`src/rtl/mtc_pkg.sv`:
```
// Shared constants, codes and types for the mismatch threshold clustering block.
package mtc_pkg;

    localparam int MAX_SEQS = 256;
    localparam int MAX_COLS = 512;
    localparam int SEQ_W    = $clog2(MAX_SEQS);
    localparam int CNT_W    = SEQ_W + 1;
    localparam int COL_W    = $clog2(MAX_COLS) + 1;
    localparam int ADDR_W   = $clog2(MAX_SEQS * MAX_COLS);
    localparam int FRAC_W   = 18;
    localparam int FRAC_MAX = 131072;
    localparam int PROD_W   = COL_W + FRAC_W;
    localparam int LIM_W    = PROD_W - 16;

    localparam logic [7:0] GAP_BYTE = 8'd45;

    localparam logic KIND_RUN  = 1'b0;
    localparam logic KIND_READ = 1'b1;

    typedef enum logic [1:0] {
        ACT_LOAD = 2'd0,
        ACT_RUN  = 2'd1,
        ACT_READ = 2'd2
    } action_t;

    typedef enum logic [1:0] {
        REG_SEQ_COUNT = 2'd0,
        REG_COL_COUNT = 2'd1,
        REG_FRACTION  = 2'd2,
        REG_CLUST_OFF = 2'd3
    } reg_index_t;

    typedef struct packed {
        logic             clear;
        logic             we;
        logic [SEQ_W-1:0] wr_addr;
        logic [SEQ_W-1:0] wr_data;
    } lbl_ctl_t;

endpackage

```
`src/rtl/mtc_label.sv`:
```
// Cluster label table: memory with valid bits, unset entries read as their own index.
module mtc_label (
    input  logic                     clk,
    input  logic                     rst_n,
    input  mtc_pkg::lbl_ctl_t        ctl,
    input  logic [mtc_pkg::SEQ_W-1:0] rd_addr_a,
    input  logic [mtc_pkg::SEQ_W-1:0] rd_addr_b,
    output logic [mtc_pkg::SEQ_W-1:0] rd_data_a,
    output logic [mtc_pkg::SEQ_W-1:0] rd_data_b
);
    import mtc_pkg::*;

    logic [SEQ_W-1:0]    mem [MAX_SEQS];
    logic [MAX_SEQS-1:0] valid_reg;
    logic [SEQ_W-1:0]    rd_a_reg;
    logic [SEQ_W-1:0]    rd_b_reg;

    always_ff @(posedge clk or negedge rst_n)
    begin
        if (!rst_n)
        begin
            valid_reg <= '0;
        end
        else if (ctl.clear)
        begin
            valid_reg <= '0;
        end
        else if (ctl.we)
        begin
            valid_reg[ctl.wr_addr] <= 1'b1;
        end
    end

    always_ff @(posedge clk)
    begin
        if (ctl.we)
        begin
            mem[ctl.wr_addr] <= ctl.wr_data;
        end
        rd_a_reg <= valid_reg[rd_addr_a] ? mem[rd_addr_a] : rd_addr_a;
        rd_b_reg <= valid_reg[rd_addr_b] ? mem[rd_addr_b] : rd_addr_b;
    end

    assign rd_data_a = rd_a_reg;
    assign rd_data_b = rd_b_reg;

endmodule

```
`config.mk`:
```
export PLATFORM = sky130hd
export DESIGN_NAME = mtc_label
export DESIGN_NICKNAME = d
export VERILOG_FILES = /design/src/rtl/mtc_pkg.sv /design/src/rtl/mtc_label.sv
export SDC_FILE = /design/constraint.sdc
export NUM_CORES = 2
export LEC_CHECK = 0
export BUFFER_PORTS_ARGS = -buffer_cell sky130_fd_sc_hd__buf_2
export CAP_MARGIN = 20
export CORE_UTILIZATION = 41
export DETAILED_ROUTE_END_ITERATION = 10
export PLACE_DENSITY = 0.59
export RECOVER_POWER = 50
export SLEW_MARGIN = 0
export SYNTH_ARGS = -nofsm -noshare
export SYNTH_HDL_FRONTEND = slang
export SYNTH_SLANG_ARGS = --single-unit
```
`constraint.sdc`:
```
create_clock -name clk -period 2.5 [get_ports clk]
set_clock_uncertainty 0.1 [all_clocks]
set_input_delay 0.75 -clock clk [delete_from_list [all_inputs] [get_ports clk]]
set_output_delay 0.75 -clock clk [all_outputs]
set_load 0.05 [all_outputs]
```
==> summary.md <==
| Metric | Value |
|---|---|
| Outcome | `finished, violations left` |
| Failing checks | `max-capacitance violations, max-slew violations, negative setup slack` |
| Highest clock rate | `0.349 GHz` |
| Worst vdd ir | `0.000664 V` |
| Hold path start | `ctl[17]` |
| Final Max Slew Viols | `305` |
| Fin nets | `7036` |
| Ys Warns | `0` |
| Synth Cell Area | `109000 um^2` |
| Kind of critical path | `primary input to flip-flop` |
| Initial antenna violation count | `24` |
| Grt total ovfl | `0` |
| Crit share post-route | `115%` |
| DR vias/cell | `6.23` |
| Asr flop ratio synth | `11.0%` |
| Final Wtd Congestion | `0.931` |
| Worst setup path startpoint | `rd_addr_a[0]` |
| Port-buffer cells | `51` |
| HP Class | `primary input to flip-flop` |
| Initial Util | `41.4%` |
| Total of max-cap violations | `7` |
| Mapped Avg Cell Area | `19.4 um^2` |
| Drt total wl | `375000 um` |
| Final Cell Area | `139000 um^2` |
| Clock Latency Late Sink | `0.96 ns` |
| DP Wirelength | `256000 um` |
| Vias in the first global route | `67700` |
| H-tree levels | `4` |
| CTS tree | `done` |
| PD cells | `640 nW/um^2` |
| Share of layout cells above drive strength 1 | `50.2%` |
| Crit path required time | `3.19 ns` |
| Max-slew headroom | `-61.2%` |
| Crit-path cells | `buf_16 > buf_16 > buf_12 > buf_4 > mux4_2 > mux4_2 > a22oi_2 > nand3_2 > and3_1 > mux2_4` |
| Sinks on Clock Net | `2320` |
| Largest register FFs | `2048` |
| Antenna Nets Post-Route | `0` |
| Die area | `268000 um^2` |
| Area after DPL | `128000 um^2` |
| Setup repair after global routing missed its margin | `yes` |
| Synth-to-layout area growth | `27.7%` |
| Maximum clock path buffer count | `4` |
| Final Setup Violations | `441` |
| Main flop type after synthesis | `edfxtp_1` |
| Post-synth cell types | `64` |
| DP Worst Slack | `-1.83 ns` |
| I/O Pins | `52` |
| Crit path capture type | `flip-flop` |
| Layout Utilization | `52.8%` |
| Drt drc | `0` |
| Total GRT Usage | `28.0%` |
| 1st-pass router iterations | `7` |
| Fin Hold WS | `0.0599 ns` |
| CP Launch Type | `primary input` |
| Post-Synthesis Cells | `5621` |
| Clk root buf | `clkbuf_16` |
| CP max stage cell | `mux4_2` |
| Clock transition at path regs | `0.06 ns` |
| Routed via count | `66900` |
| Post-DR wirelength/cell | `34.9 um` |
| Final WS setup | `-0.364 ns` |
| Core area | `263000 um^2` |
| Die Height | `517 um` |
| DRT iter0 DRCs | `8280` |
| Final count of hold timing violations | `0` |
| Pleak | `47.4 nW` |
| Largest net degree at the start of global routing | `96` |
| TritonCTS Buffers | `249` |
| CP arrival | `3.55 ns` |
| CP Buf/Inv Count | `4` |
| Critical path fanouts, max | `10` |
| Seq/Total Area, Yosys | `62.7%` |
| Chip Width | `517 um` |
| First-pass GRT wire length | `523000 um` |
| Worst Tran Pin Value | `2.42 ns` |
| Tmin final | `2.86 ns` |
| Largest stage delay on the critical path | `0.60 ns` |
| FF-to-FF Start | `mem[203][2]` |
| Yosys reg bits | `2320` |
| Rows | `188` |
| Post-synth EDFFs | `2048` |
| Fin Setup TNS | `-49.18 ns` |
| Worst path top cell family by delay | `multiplexers` |
| Mapped Nets | `5657` |
[cell usage after synthesis (5+ instances only)]
cell type,number,area share (%)
a21oi_1,22,0.10
edfxtp_1,2048,56
nor2_1,747,2.6
a31oi_1,5,0.029
nand3_1,55,0.25
mux2i_1,181,1.7
mux2_2,18,0.19
clkbuf_1,172,0.59
a221oi_1,11,0.088
nor4_1,10,0.057
nand2b_1,7,0.040
a311oi_1,8,0.064
o21ai_0,7,0.032
nand2_1,119,0.41
buf_2,138,0.63
o22ai_1,53,0.30
a2111oi_0,5,0.040
buf_1,33,0.11
mux4_2,1295,27
a22oi_1,77,0.53
o21ba_2,30,0.28
a211oi_1,57,0.39
o221ai_1,13,0.10
dfxtp_1,16,0.29
buf_6,37,0.38
nand4_1,18,0.10
and3_1,7,0.040
nor2b_1,33,0.19
buf_4,58,0.40
dfrtp_1,256,5.9
mux4_1,20,0.48
or2_2,5,0.029
[power breakdown]
| group | internal [mW] | total (mW) | switching [mW] | leakage, nW |
|---|---|---|---|---|
| combinational | 4.13 | 9.14 | 5.00 | 21.3 |
| sequential | 42.3 | 42.4 | 0.107 | 22.1 |
| clock | 21.7 | 37.5 | 15.8 | 4.00 |
[kinds of logic after synthesis]
| family | Yosys count | synth area share [%] |
|---|---|---|
| AOI/OAI and AO/OA | 319 | 2.21 |
| buffers and inverters | 453 | 2.23 |
| DFF | 2320 | 62.7 |
| and+or+nand+nor | 1015 | 3.78 |
| muxes | 1514 | 29.1 |
[what timing repair did]
| item | CTS | global route |
|---|---|---|
| buffers inserted | 84 | 66 |
| pin swaps | 49 | 42 |
| gates cloned | 16 | 9 |
| hold endpoints to repair | 49 | 0 |
| resized for setup | 222 | 104 |
| hold buffers | 1 | 0 |
| setup endpoints to repair | 26 | 18 |
[placed cells by master (no fill, tap or decap), types with 15 or more instances in the layout]
cell	synthesis	layout
a211oi_1	57	33
a211oi_2	0	19
a21oi_1	22	21
a22oi_1	77	43
a22oi_2	1	35
buf_12	3	378
buf_16	0	50
buf_2	138	23
buf_4	58	968
buf_6	37	59
bufinv_16	0	26
clkbuf_1	172	78
clkbuf_16	0	261
clkbuf_2	3	30
clkbuf_8	0	18
clkinv_1	2	36
clkinv_2	0	54
clkinvlp_4	0	15
dfrtp_1	256	256
edfxtp_1	2048	2048
mux2i_1	181	171
mux4_2	1295	1310
nand2_1	119	93
nand2_2	0	24
nand3_1	55	26
nand3_2	0	27
nand4_1	18	18
nor2_1	747	594
nor2_2	1	21
nor2_4	0	133
nor2b_1	33	28
o21ba_2	30	30
o22ai_1	53	48
[stage by stage]
stage,std cells,total power [mW]
final,10700,89.0
after global routing,10700,91.1
after CTS,10700,89.2
after detailed placement,10100,51.6
after global placement,10100,51.5
after floorplan,5621,47.6
[path summary, 6_finish.rpt]
kind,endpoint,slack (ns),depth (start not counted)
max in group asynchronous,valid_reg[158],0.19,3
min in group asynchronous,valid_reg[84],0.64,2
worst max-delay path,rd_data_a[2],-0.36,10
worst min register to register,valid_reg[16],0.42,2
worst min-delay path,valid_reg[94],0.06,2
worst max register to register,rd_data_a[2],-0.35,7
[routing by layer]
metal	track usage, %	part of all wire (%)
met5	0	0.0069
met4	11.7	4.9
met2	44.2	47
met1	38.6	39
met3	4.79	9.4
[final cells by class]
class | count | area, um^2
clock buffer | 323 | 6740
timing repair buffer | 1573 | 17900
tap | 3515 | 4400
inverter | 8 | 45.0
multi-input combinational | 2848 | 40300
sequential | 2320 | 68200
antenna | 9 | 22.5
fill | 20600 | 124000
clock inverter | 141 | 1470
Note: power is estimated with default switching activity, not from simulation.
